==> src/rtl/mele_pkg.sv <==
// ----------------------------------------------------------------------------
// mele_pkg
// Shared types, codes and text tables for the modem escape and line editor.
// ----------------------------------------------------------------------------
package mele_pkg;

  // line buffer limits
  localparam int LINE_MAX_DEF = 64;
  localparam int LEN_W        = 7;   // holds any line length up to 64
  localparam int IDX_W        = 7;   // back end word index
  localparam int QUEUE_DEPTH  = 2;

  // configuration port
  localparam int ADDR_W = 4;
  localparam int DATA_W = 32;
  localparam logic [1:0] REG_GUARD  = 2'd0;
  localparam logic [1:0] REG_ESCAPE = 2'd1;
  localparam logic [1:0] REG_COUNT  = 2'd2;

  // register reset values
  localparam logic [15:0] GUARD_RST  = 16'd1000;
  localparam logic [7:0]  ESCAPE_RST = 8'd43;
  localparam logic [2:0]  COUNT_RST  = 3'd3;

  // event kinds
  localparam logic [1:0] EV_HOST = 2'd0;
  localparam logic [1:0] EV_NET  = 2'd1;
  localparam logic [1:0] EV_LINK = 2'd2;
  localparam logic [1:0] EV_LOST = 2'd3;

  // result channels
  localparam logic [1:0] CH_HOST = 2'd0;
  localparam logic [1:0] CH_NET  = 2'd1;
  localparam logic [1:0] CH_LINE = 2'd2;

  // characters
  localparam logic [7:0] CHAR_BS    = 8'd8;
  localparam logic [7:0] CHAR_LF    = 8'd10;
  localparam logic [7:0] CHAR_CR    = 8'd13;
  localparam logic [7:0] CHAR_SPACE = 8'd32;
  localparam logic [7:0] CHAR_DEL   = 8'd127;

  // work handed from front end to back end
  typedef enum logic [2:0] {
    JOB_BYTE,
    JOB_BS,
    JOB_OK,
    JOB_NC,
    JOB_LINE
  } job_kind_t;

  typedef struct packed {
    job_kind_t        kind;
    logic [1:0]       chan;
    logic [7:0]       data;
    logic [LEN_W-1:0] len;
  } job_t;

  typedef struct packed {
    logic [15:0] guard_ms;
    logic [7:0]  escape_char;
    logic [2:0]  escape_count;
  } cfg_t;

  typedef enum logic [1:0] {
    BK_IDLE,
    BK_TEXT,
    BK_LREAD,
    BK_LEMIT
  } bk_state_t;

  // CR LF "OK" CR LF
  function automatic logic [7:0] ok_char(input logic [3:0] i);
    logic [7:0] c;
    case (i)
      4'd0:    c = CHAR_CR;
      4'd1:    c = CHAR_LF;
      4'd2:    c = 8'h4F;
      4'd3:    c = 8'h4B;
      4'd4:    c = CHAR_CR;
      4'd5:    c = CHAR_LF;
      default: c = CHAR_LF;
    endcase
    return c;
  endfunction

  // CR LF "NO CARRIER" CR LF
  function automatic logic [7:0] nc_char(input logic [3:0] i);
    logic [7:0] c;
    case (i)
      4'd0:    c = CHAR_CR;
      4'd1:    c = CHAR_LF;
      4'd2:    c = 8'h4E;
      4'd3:    c = 8'h4F;
      4'd4:    c = CHAR_SPACE;
      4'd5:    c = 8'h43;
      4'd6:    c = 8'h41;
      4'd7:    c = 8'h52;
      4'd8:    c = 8'h52;
      4'd9:    c = 8'h49;
      4'd10:   c = 8'h45;
      4'd11:   c = 8'h52;
      4'd12:   c = CHAR_CR;
      4'd13:   c = CHAR_LF;
      default: c = CHAR_LF;
    endcase
    return c;
  endfunction

  // words produced by a fixed-length job
  function automatic logic [IDX_W-1:0] text_len(input job_kind_t k);
    logic [IDX_W-1:0] n;
    case (k)
      JOB_BYTE: n = IDX_W'(1);
      JOB_BS:   n = IDX_W'(3);
      JOB_OK:   n = IDX_W'(6);
      JOB_NC:   n = IDX_W'(14);
      default:  n = IDX_W'(1);
    endcase
    return n;
  endfunction

endpackage

==> src/rtl/mele_ram.sv <==
// ----------------------------------------------------------------------------
// mele_ram
// Generic single write port, single read port RAM with registered read.
// ----------------------------------------------------------------------------
module mele_ram #(
  parameter int WIDTH = 8,
  parameter int DEPTH = 64,
  localparam int AW = (DEPTH > 1) ? $clog2(DEPTH) : 1
) (
  input  logic             clk,
  input  logic             we,
  input  logic [AW-1:0]    waddr,
  input  logic [WIDTH-1:0] wdata,
  input  logic             re,
  input  logic [AW-1:0]    raddr,
  output logic [WIDTH-1:0] rdata
);

  logic [WIDTH-1:0] mem [DEPTH];

  // write port
  always_ff @(posedge clk) begin
    if (we) begin
      mem[waddr] <= wdata;
    end
  end

  // registered read port
  always_ff @(posedge clk) begin
    if (re) begin
      rdata <= mem[raddr];
    end
  end

endmodule

==> src/rtl/mele_fifo.sv <==
// ----------------------------------------------------------------------------
// mele_fifo
// Short job queue between the front end and the back end.
// ----------------------------------------------------------------------------
module mele_fifo (
  input  logic            clk,
  input  logic            rst,
  input  logic            push,
  input  mele_pkg::job_t  wdata,
  output logic            full,
  input  logic            pop,
  output mele_pkg::job_t  rdata,
  output logic            empty
);

  localparam int PW = (mele_pkg::QUEUE_DEPTH > 1) ? $clog2(mele_pkg::QUEUE_DEPTH) : 1;
  localparam int CW = $clog2(mele_pkg::QUEUE_DEPTH + 1);

  mele_pkg::job_t entry [mele_pkg::QUEUE_DEPTH];
  logic [PW-1:0]  wr_ptr;
  logic [PW-1:0]  rd_ptr;
  logic [CW-1:0]  count;

  assign full  = (count == CW'(mele_pkg::QUEUE_DEPTH));
  assign empty = (count == '0);
  assign rdata = entry[rd_ptr];

  // storage
  always_ff @(posedge clk) begin
    if (push) begin
      entry[wr_ptr] <= wdata;
    end
  end

  // pointers and fill level
  always_ff @(posedge clk) begin
    if (rst) begin
      wr_ptr <= '0;
      rd_ptr <= '0;
      count  <= '0;
    end else begin
      if (push) begin
        wr_ptr <= (wr_ptr == PW'(mele_pkg::QUEUE_DEPTH - 1)) ? '0 : wr_ptr + PW'(1);
      end
      if (pop) begin
        rd_ptr <= (rd_ptr == PW'(mele_pkg::QUEUE_DEPTH - 1)) ? '0 : rd_ptr + PW'(1);
      end
      if (push && !pop) begin
        count <= count + CW'(1);
      end else if (pop && !push) begin
        count <= count - CW'(1);
      end
    end
  end

endmodule

==> src/rtl/mele_front.sv <==
// ----------------------------------------------------------------------------
// mele_front
// Accepts events, keeps mode, escape and line state, and queues output jobs.
// ----------------------------------------------------------------------------
module mele_front #(
  parameter int LINE_MAX = mele_pkg::LINE_MAX_DEF,
  localparam int LW = $clog2(LINE_MAX + 1),
  localparam int AW = (LINE_MAX > 1) ? $clog2(LINE_MAX) : 1
) (
  input  logic            clk,
  input  logic            rst,
  input  logic            in_valid,
  output logic            in_stall,
  input  logic [1:0]      mode,
  input  logic [7:0]      data_byte,
  input  logic [31:0]     now_ms,
  input  mele_pkg::cfg_t  cfg,
  output logic            push,
  output mele_pkg::job_t  job,
  input  logic            fifo_full,
  input  logic            line_done,
  output logic            wr_en,
  output logic [AW-1:0]   wr_addr,
  output logic [7:0]      wr_data
);

  logic          in_data_mode, in_data_mode_next;
  logic          link_up, link_up_next;
  logic [2:0]    escape_seen, escape_seen_next;
  logic [31:0]   last_escape_time, last_escape_time_next;
  logic [LW-1:0] line_length, line_length_next;
  logic          line_pend, line_pend_next;

  logic          accept;
  logic [2:0]    need;
  logic [31:0]   gap;
  logic [2:0]    seen_inc;

  // hold off while the queue is full or a line is still being read out
  assign in_stall = fifo_full || line_pend;
  assign accept   = in_valid && !in_stall;

  assign need     = (cfg.escape_count == 3'd0) ? 3'd1 : cfg.escape_count;
  assign gap      = now_ms - last_escape_time;
  assign seen_inc = ((gap > {16'd0, cfg.guard_ms}) ? 3'd0 : escape_seen) + 3'd1;

  assign wr_addr = line_length[AW-1:0];
  assign wr_data = data_byte;

  // event handling
  always_comb begin
    in_data_mode_next     = in_data_mode;
    link_up_next          = link_up;
    escape_seen_next      = escape_seen;
    last_escape_time_next = last_escape_time;
    line_length_next      = line_length;
    line_pend_next        = line_pend && !line_done;
    push                  = 1'b0;
    wr_en                 = 1'b0;
    job.kind              = mele_pkg::JOB_BYTE;
    job.chan              = mele_pkg::CH_HOST;
    job.data              = data_byte;
    job.len               = mele_pkg::LEN_W'(line_length);

    if (accept) begin
      case (mode)
        mele_pkg::EV_HOST: begin
          if (in_data_mode) begin
            if (data_byte == cfg.escape_char) begin
              last_escape_time_next = now_ms;
              if (seen_inc == need) begin
                in_data_mode_next = 1'b0;
                escape_seen_next  = 3'd0;
                push              = 1'b1;
                job.kind          = mele_pkg::JOB_OK;
              end else begin
                escape_seen_next = seen_inc;
              end
            end else begin
              escape_seen_next = 3'd0;
              if (link_up) begin
                push     = 1'b1;
                job.chan = mele_pkg::CH_NET;
              end
            end
          end else if (data_byte == mele_pkg::CHAR_CR || data_byte == mele_pkg::CHAR_LF) begin
            if (line_length != '0) begin
              push             = 1'b1;
              job.kind         = mele_pkg::JOB_LINE;
              line_length_next = '0;
              line_pend_next   = 1'b1;
            end
          end else if (data_byte == mele_pkg::CHAR_BS || data_byte == mele_pkg::CHAR_DEL) begin
            if (line_length != '0) begin
              push             = 1'b1;
              job.kind         = mele_pkg::JOB_BS;
              line_length_next = line_length - LW'(1);
            end
          end else if (line_length < LW'(LINE_MAX)) begin
            wr_en            = 1'b1;
            push             = 1'b1;
            line_length_next = line_length + LW'(1);
          end
        end
        mele_pkg::EV_NET: begin
          if (in_data_mode && link_up) begin
            push = 1'b1;
          end
        end
        mele_pkg::EV_LINK: begin
          link_up_next      = 1'b1;
          in_data_mode_next = 1'b1;
          escape_seen_next  = 3'd0;
        end
        default: begin
          link_up_next = 1'b0;
          if (in_data_mode) begin
            in_data_mode_next = 1'b0;
            push              = 1'b1;
            job.kind          = mele_pkg::JOB_NC;
          end
        end
      endcase
    end
  end

  // state registers
  always_ff @(posedge clk) begin
    if (rst) begin
      in_data_mode     <= 1'b0;
      link_up          <= 1'b0;
      escape_seen      <= 3'd0;
      last_escape_time <= 32'd0;
      line_length      <= '0;
      line_pend        <= 1'b0;
    end else begin
      in_data_mode     <= in_data_mode_next;
      link_up          <= link_up_next;
      escape_seen      <= escape_seen_next;
      last_escape_time <= last_escape_time_next;
      line_length      <= line_length_next;
      line_pend        <= line_pend_next;
    end
  end

endmodule

==> src/rtl/mele_back.sv <==
// ----------------------------------------------------------------------------
// mele_back
// Carries out queued jobs, one output word at a time, into an output register.
// ----------------------------------------------------------------------------
module mele_back #(
  parameter int LINE_MAX = mele_pkg::LINE_MAX_DEF,
  localparam int AW = (LINE_MAX > 1) ? $clog2(LINE_MAX) : 1
) (
  input  logic            clk,
  input  logic            rst,
  input  logic            fifo_empty,
  output logic            pop,
  input  mele_pkg::job_t  job,
  output logic            rd_en,
  output logic [AW-1:0]   rd_addr,
  input  logic [7:0]      rd_data,
  output logic            line_done,
  output logic            out_valid,
  input  logic            out_stall,
  output logic [1:0]      channel,
  output logic [7:0]      out_byte,
  output logic            last
);

  localparam int IW = mele_pkg::IDX_W;

  mele_pkg::bk_state_t state, state_next;
  mele_pkg::job_t      cur, cur_next;
  logic [IW-1:0]       idx, idx_next;

  logic                can_load;
  logic                load;
  logic [1:0]          ld_chan;
  logic [7:0]          ld_byte;
  logic                ld_last;
  logic [7:0]          text_byte;

  assign can_load = !out_valid || !out_stall;
  assign rd_addr  = idx[AW-1:0];

  // byte of a fixed-length job
  always_comb begin
    case (cur.kind)
      mele_pkg::JOB_BS:  text_byte = (idx == IW'(1)) ? mele_pkg::CHAR_SPACE : cur.data;
      mele_pkg::JOB_OK:  text_byte = mele_pkg::ok_char(idx[3:0]);
      mele_pkg::JOB_NC:  text_byte = mele_pkg::nc_char(idx[3:0]);
      default:           text_byte = cur.data;
    endcase
  end

  // sequencer
  always_comb begin
    state_next = state;
    cur_next   = cur;
    idx_next   = idx;
    pop        = 1'b0;
    rd_en      = 1'b0;
    line_done  = 1'b0;
    load       = 1'b0;
    ld_chan    = mele_pkg::CH_HOST;
    ld_byte    = text_byte;
    ld_last    = 1'b0;

    case (state)
      mele_pkg::BK_IDLE: begin
        if (!fifo_empty) begin
          pop        = 1'b1;
          cur_next   = job;
          idx_next   = '0;
          state_next = (job.kind == mele_pkg::JOB_LINE) ? mele_pkg::BK_LREAD
                                                        : mele_pkg::BK_TEXT;
        end
      end
      mele_pkg::BK_TEXT: begin
        if (can_load) begin
          load    = 1'b1;
          ld_chan = (cur.kind == mele_pkg::JOB_BYTE) ? cur.chan : mele_pkg::CH_HOST;
          ld_last = (idx == mele_pkg::text_len(cur.kind) - IW'(1));
          if (ld_last) begin
            state_next = mele_pkg::BK_IDLE;
          end else begin
            idx_next = idx + IW'(1);
          end
        end
      end
      mele_pkg::BK_LREAD: begin
        rd_en      = 1'b1;
        state_next = mele_pkg::BK_LEMIT;
      end
      mele_pkg::BK_LEMIT: begin
        if (can_load) begin
          load    = 1'b1;
          ld_chan = mele_pkg::CH_LINE;
          ld_byte = rd_data;
          ld_last = (idx == IW'(cur.len) - IW'(1));
          if (ld_last) begin
            state_next = mele_pkg::BK_IDLE;
            line_done  = 1'b1;
          end else begin
            idx_next   = idx + IW'(1);
            state_next = mele_pkg::BK_LREAD;
          end
        end
      end
      default: begin
        state_next = mele_pkg::BK_IDLE;
      end
    endcase
  end

  // sequencer registers
  always_ff @(posedge clk) begin
    if (rst) begin
      state <= mele_pkg::BK_IDLE;
      idx   <= '0;
    end else begin
      state <= state_next;
      idx   <= idx_next;
    end
  end

  always_ff @(posedge clk) begin
    cur <= cur_next;
  end

  // output register
  always_ff @(posedge clk) begin
    if (rst) begin
      out_valid <= 1'b0;
    end else if (load) begin
      out_valid <= 1'b1;
    end else if (!out_stall) begin
      out_valid <= 1'b0;
    end
  end

  always_ff @(posedge clk) begin
    if (load) begin
      channel  <= ld_chan;
      out_byte <= ld_byte;
      last     <= ld_last;
    end
  end

endmodule

==> src/rtl/modem_escape_and_line_editor.sv <==
// ----------------------------------------------------------------------------
// modem_escape_and_line_editor
// Modem escape detector and command line editor: a front end tracks mode,
// escape count and the line buffer, a back end streams the reply words.
// ----------------------------------------------------------------------------
//
//   port group   direction   handshake           word
//   events       in          in_valid/in_stall   mode, data_byte, now_ms
//   results      out         out_valid/out_stall channel, out_byte, last
//   registers    in/out      apb                 guard_ms, escape_char, escape_count
//
// Events stall while the two-entry job queue is full or a released line is
// still being read; events with no result leave nothing queued. Replies leave
// one word a cycle while the output is not stalled (single byte, echo triple,
// OK, NO CARRIER); each byte of a released line is first read from the line
// store's registered read port, then emitted. A single-word event passes the
// job queue, the back end's job register and then the output register.
// Reset is synchronous and clears control state; the line store is not cleared.
// ----------------------------------------------------------------------------
module modem_escape_and_line_editor #(
  parameter int LINE_MAX = mele_pkg::LINE_MAX_DEF
) (
  input  logic                          clk,
  input  logic                          rst,
  input  logic                          in_valid,
  output logic                          in_stall,
  input  logic [1:0]                    mode,
  input  logic [7:0]                    data_byte,
  input  logic [31:0]                   now_ms,
  output logic                          out_valid,
  input  logic                          out_stall,
  output logic [1:0]                    channel,
  output logic [7:0]                    out_byte,
  output logic                          last,
  input  logic                          psel,
  input  logic                          penable,
  input  logic                          pwrite,
  input  logic [mele_pkg::ADDR_W-1:0]   paddr,
  input  logic [mele_pkg::DATA_W-1:0]   pwdata,
  output logic [mele_pkg::DATA_W-1:0]   prdata,
  output logic                          pready
);

  localparam int AW = (LINE_MAX > 1) ? $clog2(LINE_MAX) : 1;

  mele_pkg::cfg_t cfg;
  logic           cfg_wr;

  mele_pkg::job_t push_job;
  mele_pkg::job_t pop_job;
  logic           push;
  logic           pop;
  logic           fifo_full;
  logic           fifo_empty;
  logic           line_done;

  logic           wr_en;
  logic [AW-1:0]  wr_addr;
  logic [7:0]     wr_data;
  logic           rd_en;
  logic [AW-1:0]  rd_addr;
  logic [7:0]     rd_data;

  // configuration registers
  assign pready = 1'b1;
  assign cfg_wr = psel && penable && pwrite;

  always_ff @(posedge clk) begin
    if (rst) begin
      cfg.guard_ms     <= mele_pkg::GUARD_RST;
      cfg.escape_char  <= mele_pkg::ESCAPE_RST;
      cfg.escape_count <= mele_pkg::COUNT_RST;
    end else if (cfg_wr) begin
      case (paddr[3:2])
        mele_pkg::REG_GUARD:  cfg.guard_ms     <= pwdata[15:0];
        mele_pkg::REG_ESCAPE: cfg.escape_char  <= pwdata[7:0];
        mele_pkg::REG_COUNT:  cfg.escape_count <= pwdata[2:0];
        default: ;
      endcase
    end
  end

  // register read back
  always_comb begin
    case (paddr[3:2])
      mele_pkg::REG_GUARD:  prdata = {16'd0, cfg.guard_ms};
      mele_pkg::REG_ESCAPE: prdata = {24'd0, cfg.escape_char};
      mele_pkg::REG_COUNT:  prdata = {29'd0, cfg.escape_count};
      default:              prdata = '0;
    endcase
  end

  mele_front #(
    .LINE_MAX (LINE_MAX)
  ) u_front (
    .clk       (clk),
    .rst       (rst),
    .in_valid  (in_valid),
    .in_stall  (in_stall),
    .mode      (mode),
    .data_byte (data_byte),
    .now_ms    (now_ms),
    .cfg       (cfg),
    .push      (push),
    .job       (push_job),
    .fifo_full (fifo_full),
    .line_done (line_done),
    .wr_en     (wr_en),
    .wr_addr   (wr_addr),
    .wr_data   (wr_data)
  );

  mele_fifo u_fifo (
    .clk   (clk),
    .rst   (rst),
    .push  (push),
    .wdata (push_job),
    .full  (fifo_full),
    .pop   (pop),
    .rdata (pop_job),
    .empty (fifo_empty)
  );

  mele_ram #(
    .WIDTH (8),
    .DEPTH (LINE_MAX)
  ) u_line_store (
    .clk   (clk),
    .we    (wr_en),
    .waddr (wr_addr),
    .wdata (wr_data),
    .re    (rd_en),
    .raddr (rd_addr),
    .rdata (rd_data)
  );

  mele_back #(
    .LINE_MAX (LINE_MAX)
  ) u_back (
    .clk        (clk),
    .rst        (rst),
    .fifo_empty (fifo_empty),
    .pop        (pop),
    .job        (pop_job),
    .rd_en      (rd_en),
    .rd_addr    (rd_addr),
    .rd_data    (rd_data),
    .line_done  (line_done),
    .out_valid  (out_valid),
    .out_stall  (out_stall),
    .channel    (channel),
    .out_byte   (out_byte),
    .last       (last)
  );

endmodule

==> config.mk <==
export PLATFORM = sky130hd
export DESIGN_NAME = modem_escape_and_line_editor
export DESIGN_NICKNAME = d
export VERILOG_FILES = /design/src/rtl/mele_pkg.sv /design/src/rtl/mele_ram.sv /design/src/rtl/mele_fifo.sv /design/src/rtl/mele_front.sv /design/src/rtl/mele_back.sv /design/src/rtl/modem_escape_and_line_editor.sv
export SDC_FILE = /design/constraint.sdc
export NUM_CORES = 1
export LEC_CHECK = 0
export ABC_CLOCK_PERIOD_IN_PS = 8300
export BUFFER_PORTS_ARGS = -buffer_cell sky130_fd_sc_hd__buf_2
export CAP_MARGIN = 20
export CELL_PAD_IN_SITES_DETAIL_PLACEMENT = 1
export CELL_PAD_IN_SITES_GLOBAL_PLACEMENT = 1
export CORE_MARGIN = 2
export CORE_UTILIZATION = 39
export DETAILED_ROUTE_END_ITERATION = 8
export GPL_TIMING_DRIVEN = 0
export PLACE_DENSITY_LB_ADDON = 0.1
export SKIP_CTS_REPAIR_TIMING = 1
export SYNTH_ARGS = -nofsm -noshare
export SYNTH_HDL_FRONTEND = slang
export SYNTH_HIERARCHICAL = 1
export SYNTH_SLANG_ARGS = --single-unit
==> constraint.sdc <==
create_clock -name clk -period 8.3 [get_ports clk]
set_input_delay 1.66 -clock clk [delete_from_list [all_inputs] [get_ports clk]]
set_output_delay 1.66 -clock clk [all_outputs]
set_load 0.005 [all_outputs]
==> impl_metrics.toml, run 1 <==
[outcome]
status = "finished, final reports clean"

[grt]
grt_pass1_wl_um = 130000
grt_pass1_vias = 19700
grt-ovfl-total = 0
grt_usage = 0.219
grt_max_degree = 65
antenna_found_initial = 5

[sta]
final_min_period_over_clock_period = 0.946
finClkSkew_ns = 0.0411
min_period_ns = 7.85
setup_ws_ns = 0.446
maxSlewViolCount = 0
hold_viol_final = 0
max_freq_mhz = 127
maxSlewHeadroom = 0.293
setup_viol = 0
worst_pin_slew_ns = 1.06

[floorplanning]
pin_count = 131
initial_core_util = 0.395
dieWidth_um = 284
design.core.area_um2 = 77600
std_cell_rows = 102
dieHeight_um = 284
die-area_um2 = 80900

[final_layout]
final_cell_mix = "edfxtp_1 (591), nor2_1 (178), nand2_1 (146)"
final_common_cell = "edfxtp_1"
areaGrowthSynthToFinish_pct = 15.3
area.sequential_um2 = 19600
multi_input_area_um2 = 9980
drive_above_1_share = 0.211
final_nets = 2476
nFillCells = 7859

[worst_setup_path]
path_class = "input pin to flop"
cp-end-kind = "flop"
cp.arrival_ns = 8.44
slowest_stage = "or4_1"
crit_fanout = 6
required_ns = 8.88
max_stage_delay_ns = 0.47
critPathTopFamily = "compound AO/OA/AOI/OAI gates"
worst-path-buf-inv = 5
start_kind = "input pin"

[yosys]
synth.distinct_cells = 96
synthAdderAreaFrac = 0.0278
ys_ff_latch = 685
syn_area_per_cell_um2 = 14.4
synth.area.top_cells = "edfxtp_1 (58%), mux4_2 (9.1%), dfxtp_1 (6.1%), ha_1 (2.7%), nor2_1 (2.2%)"
yosysSeqAreaShare = 0.640
synthXorXnorAreaFrac = 0.0159
yosys.area_share.simple = 0.0901
synth_compound_area_frac = 0.0695
synth_top_area_cell = "edfxtp_1"
synthMuxAreaShare = 0.119
syn_inst = 2124
synth_top_family_by_area = "multiplexers"
synthArstFlopShare = 0
synth_ff_type = "edfxtp_1"
synthesis.area_um2 = 30700
yosysWarnings = 6
synth_edf_count = 591
yosysTopAreaCellShare = 0.579

[pwr]
power_frac_comb = 0.148
power_density_nw_per_um2 = 247
finalPower_mw = 8.73
intPower_mw = 6.44
ir_drop_mv = 0.151
p_leak_nw = 11.7
p_seq_frac = 0.450
pwr-share-clk = 0.402
netSwitchingFraction = 0.262
p_sw_mw = 2.29

[cts]
cts_inserted_buffers = 78
htreeDepth = 3
clock_path_buffers = 3
ctsRootBufferMaster = "clkbuf_16"
insertion_delay_ns = 0.66
path_clk_slew_ns = 0.06
cts_tree = "done"
clock-sinks = 685

[place]
place_ws_ns = -1.53
gp_congestion = 0.868
hpwl_um = 60400
portBuffers = 95

[drt]
routed_wl_um = 88600
drc = 0
wl_per_cell_um = 25.8
drt_pass1_iterations = 5
drt_iter0_drc = 1677
via_per_inst = 5.50
vias = 18900
ant_nets = 0

[min_path]
hp-class = "flop to flop"

[job]
maxCapViolations = 0
-- tightest hold or removal path: cells and delay by family, from the launching register on --
family,cells,cell delay (ns)
AOI/OAI and AO/OA,1,0.05
and+or+nand+nor,1,0.05
DFF,1,0.30
-- through the flow --
stage | hold WS (ns) | utilization | cells | setup TNS, ns | instance area (um2)
floorplan | 0.436 | - | 2139 | 0 | 30700
global placement | 0.441 | 0.419 | 3274 | -69.91 | 32500
detailed placement | 0.448 | 0.419 | 3276 | -60.37 | 32500
CTS | 0.455 | 0.454 | 3420 | -30.43 | 35200
global route | 0.479 | 0.455 | 3430 | -0.00645 | 35300
finish | 0.450 | 0.455 | 3430 | 0 | 35300
-- registers in the layout, indices dropped and copies added (netlist names), 3 cells and up, named ones only --
name	cells
u_front/last_escape_time	32
u_front/escape_seen	3
u_front/line_length	7
u_line_store/rdata	8
cfg	27
u_back/out_byte	8
u_back/idx	7
u_line_store/mem	512
u_fifo/entry	40
u_back/cur	20
-- synthesized netlist by cell type, drive strengths merged (40+ instances only) --
library cell    n
a21oi         108
buf            86
clkbuf         60
dfxtp          94
edfxtp        591
ha             65
inv            81
mux2i          56
mux4          124
nand2         147
nand2b         40
nand3          41
nor2          178
o21ai          48
-- per-layer routing --
metal  up-vias  track usage  share of wire  wire, um
met5         -            0        0.00014        12
met4         2       0.0646          0.027      2400
met3       143       0.0431          0.060      5280
met2       521        0.353           0.48     42200
met1      9745        0.302           0.44     38700
li1       8443            -              -         -
-- cells by family after synthesis --
logic type / after synthesis
flops: 685
simple gates: 563
compound gates: 318
buf+inv: 229
mux: 205
fa+ha+maj: 67
xor+xnor: 54
other cells: 3
-- area by class of cell --
class | instances | share of cell area
Sequential cell | 685 | 0.555
Multi-Input combinational cell | 1225 | 0.282
Clock buffer | 92 | 0.0585
Tap cell | 1040 | 0.0368
Buffer | 146 | 0.0239
Timing Repair Buffer | 105 | 0.0172
Clock inverter | 52 | 0.0169
Inverter | 83 | 0.00882
Antenna cell | 2 | 0.000142
-- power by group through the flow --
stage	Combinational (mW)	Clock, mW	Sequential [mW]
finish	1.30	3.51	3.93
global route	1.40	3.72	3.94
CTS	1.29	3.60	3.93
detailed placement	1.28	0	4.00
global placement	1.25	0	4.00
floorplan	0.851	0	3.98
-- worst paths after layout --
| kind | start | endpoint | slack, ns | cells after the start |
|---|---|---|---|---|
| worst min-delay path | u_front/last_escape_time[22] | u_front/last_escape_time[22] | 0.45 | 2 |
| worst min register to register | u_front/last_escape_time[22] | u_front/last_escape_time[22] | 0.45 | 2 |
| worst max-delay path | now_ms[0] | u_fifo/count[1] | 0.45 | 33 |
| worst max register to register | u_front/last_escape_time[0] | u_fifo/count[1] | 1.37 | 31 |
No activity file was read; power rests on OpenSTA's default activity.
==> inputs of run 2 (changes only) <==
--- a/config.mk
+++ b/config.mk
@@ -5,12 +5,12 @@
 export SDC_FILE = /design/constraint.sdc
 export NUM_CORES = 1
 export LEC_CHECK = 0
-export ABC_CLOCK_PERIOD_IN_PS = 8300
+export ABC_CLOCK_PERIOD_IN_PS = 8100
 export BUFFER_PORTS_ARGS = -buffer_cell sky130_fd_sc_hd__buf_2
 export CAP_MARGIN = 20
 export CELL_PAD_IN_SITES_DETAIL_PLACEMENT = 1
 export CELL_PAD_IN_SITES_GLOBAL_PLACEMENT = 1
-export CORE_MARGIN = 2
+export CORE_MARGIN = 4
 export CORE_UTILIZATION = 39
 export DETAILED_ROUTE_END_ITERATION = 8
 export GPL_TIMING_DRIVEN = 0
==> constraint.sdc (replaced) <==
create_clock -name clk -period 8.1 [get_ports clk]
set_input_delay 1.62 -clock clk [delete_from_list [all_inputs] [get_ports clk]]
set_output_delay 1.62 -clock clk [all_outputs]
set_load 0.005 [all_outputs]
==> impl_metrics.toml, run 2 (synthesis gave the netlist of run 1 again) <==
[drt]
routed_wl_um = 88600
wl_per_cell_um = 25.9
drt_pass1_iterations = 6
ant_nets = 0
via_per_inst = 5.55
drt_iter0_drc = 1575
drc = 0
vias = 19000

[worst_setup_path]
slowest_stage = "or4_4"
crit_fanout = 11
reg2reg_to = "u_fifo/entry[0][3]"
max_stage_delay_ns = 0.46
path_class = "input pin to flop"
cp.arrival_ns = 8.19
cp-end-kind = "flop"
startpoint = "now_ms[0]"
reg2reg_slack_ns = 1.10
required_ns = 8.42
r2r-start = "u_front/last_escape_time[0]"
r2r_cells = 30
start_kind = "input pin"

[final_layout]
final_nets = 2476
largest_register_ffs = 512
design_area_um2 = 35200
top_regs = "u_line_store/mem x512, u_fifo/entry x40, u_front/last_escape_time x32"
top_register = "u_line_store/mem"
areaGrowthSynthToFinish_pct = 14.9
drive_above_1_share = 0.212
layout.cells.non_filler = 3427
final_cell_mix = "edfxtp_1 (591), nor2_1 (178), nand2_1 (146)"
final_common_cell = "edfxtp_1"

[sta]
setup_ws_ns = 0.228
finClkSkew_ns = 0.0271
maxSlewViolCount = 0
fin_hold_ws_ns = 0.453
max_freq_mhz = 127
worst_pin_slew_ns = 1.15
setup_viol = 0
min_period_ns = 7.87
maxSlewHeadroom = 0.234
final_min_period_over_clock_period = 0.972
hold_viol_final = 0

[min_path]
hp-class = "flop to flop"
worst_hold_path.num_cells = 2
min_to = "u_front/last_escape_time[23]"
holdCritStartpoint = "u_front/last_escape_time[23]"

[place]
portBuffers = 95
place_area_um2 = 32500
gp_congestion = 0.851
hpwl_um = 60600
dp_cells = 3275
place_ws_ns = -1.64

[pwr]
ir_drop_mv = 0.141
power_density_nw_per_um2 = 253
p_leak_nw = 11.7

[floorplanning]
dieWidth_um = 288
design.core.area_um2 = 77700
std_cell_rows = 102
pin_count = 131
dieHeight_um = 288
die-area_um2 = 83200
initial_core_util = 0.395

[cts]
ctsRootBufferMaster = "clkbuf_16"
cts_inserted_buffers = 77
path_clk_slew_ns = 0.06
htreeDepth = 3
cts_tree = "done"
insertion_delay_ns = 0.64
clock_path_buffers = 3
clock-sinks = 685

[outcome]
status = "finished, final reports clean"

[grt]
grt-ovfl-total = 0
antenna_found_initial = 6
grt_pass1_wl_um = 130000
grt_usage = 0.214
grt_max_degree = 65
grt_pass1_vias = 19700

[job]
maxCapViolations = 0
## run 2: how the worst max path moves through the flow
stage                         end  depth (start not counted)
6_report       u_fifo/entry[0][3]                         32
5_1_grt        u_fifo/entry[0][0]                         32
4_1_cts        u_fifo/entry[1][9]                         29
3_5_place_dp   u_fifo/entry[1][5]                         29
3_3_place_gp   u_fifo/entry[0][4]                         30
2_1_floorplan  u_fifo/entry[0][0]                         29
## run 2: layout make-up
cell class | instances | area (um2)
buffer | 146 | 845
timing repair buffer | 106 | 604
sequential | 685 | 19600
clock inverter | 43 | 500
clock buffer | 97 | 2040
fill | 7760 | 42500
tap | 1040 | 1300
antenna | 2 | 5.00
multi-input combinational | 1225 | 10000
inverter | 83 | 312
## run 2: report_power, final
group          internal [mW]  switching, mW  total (mW)
sequential              3.97         0.0586        4.03
combinational          0.552          0.778        1.33
clock                   2.09           1.45        3.54
total                   6.61           2.29        8.90
## run 2: layer usage
layer,vias up,GRT usage,routed length [um]
li1,8455,-,-
met2,586,0.345,41600
met1,9838,0.292,38200
met4,4,0.0604,2200
met5,-,0,33
met3,126,0.0486,6550
## run 2: critical path, delay by kind of cell
family          cells  cell delay, ns
fa+ha+maj           4            1.16
xor+xnor            2            0.37
simple gates       10            2.16
compound gates     10            2.00
buf+inv             6            0.84
## run 2: per-stage QoR
stage	TNS (ns)	utilization	total power [mW]
2_1_floorplan	0	-	4.95
3_3_place_gp	-76.22	0.418	5.38
3_5_place_dp	-66.46	0.418	5.41
4_1_cts	-38.36	0.451	8.97
5_1_grt	-0.383	0.453	9.27
6_report	0	0.453	8.90
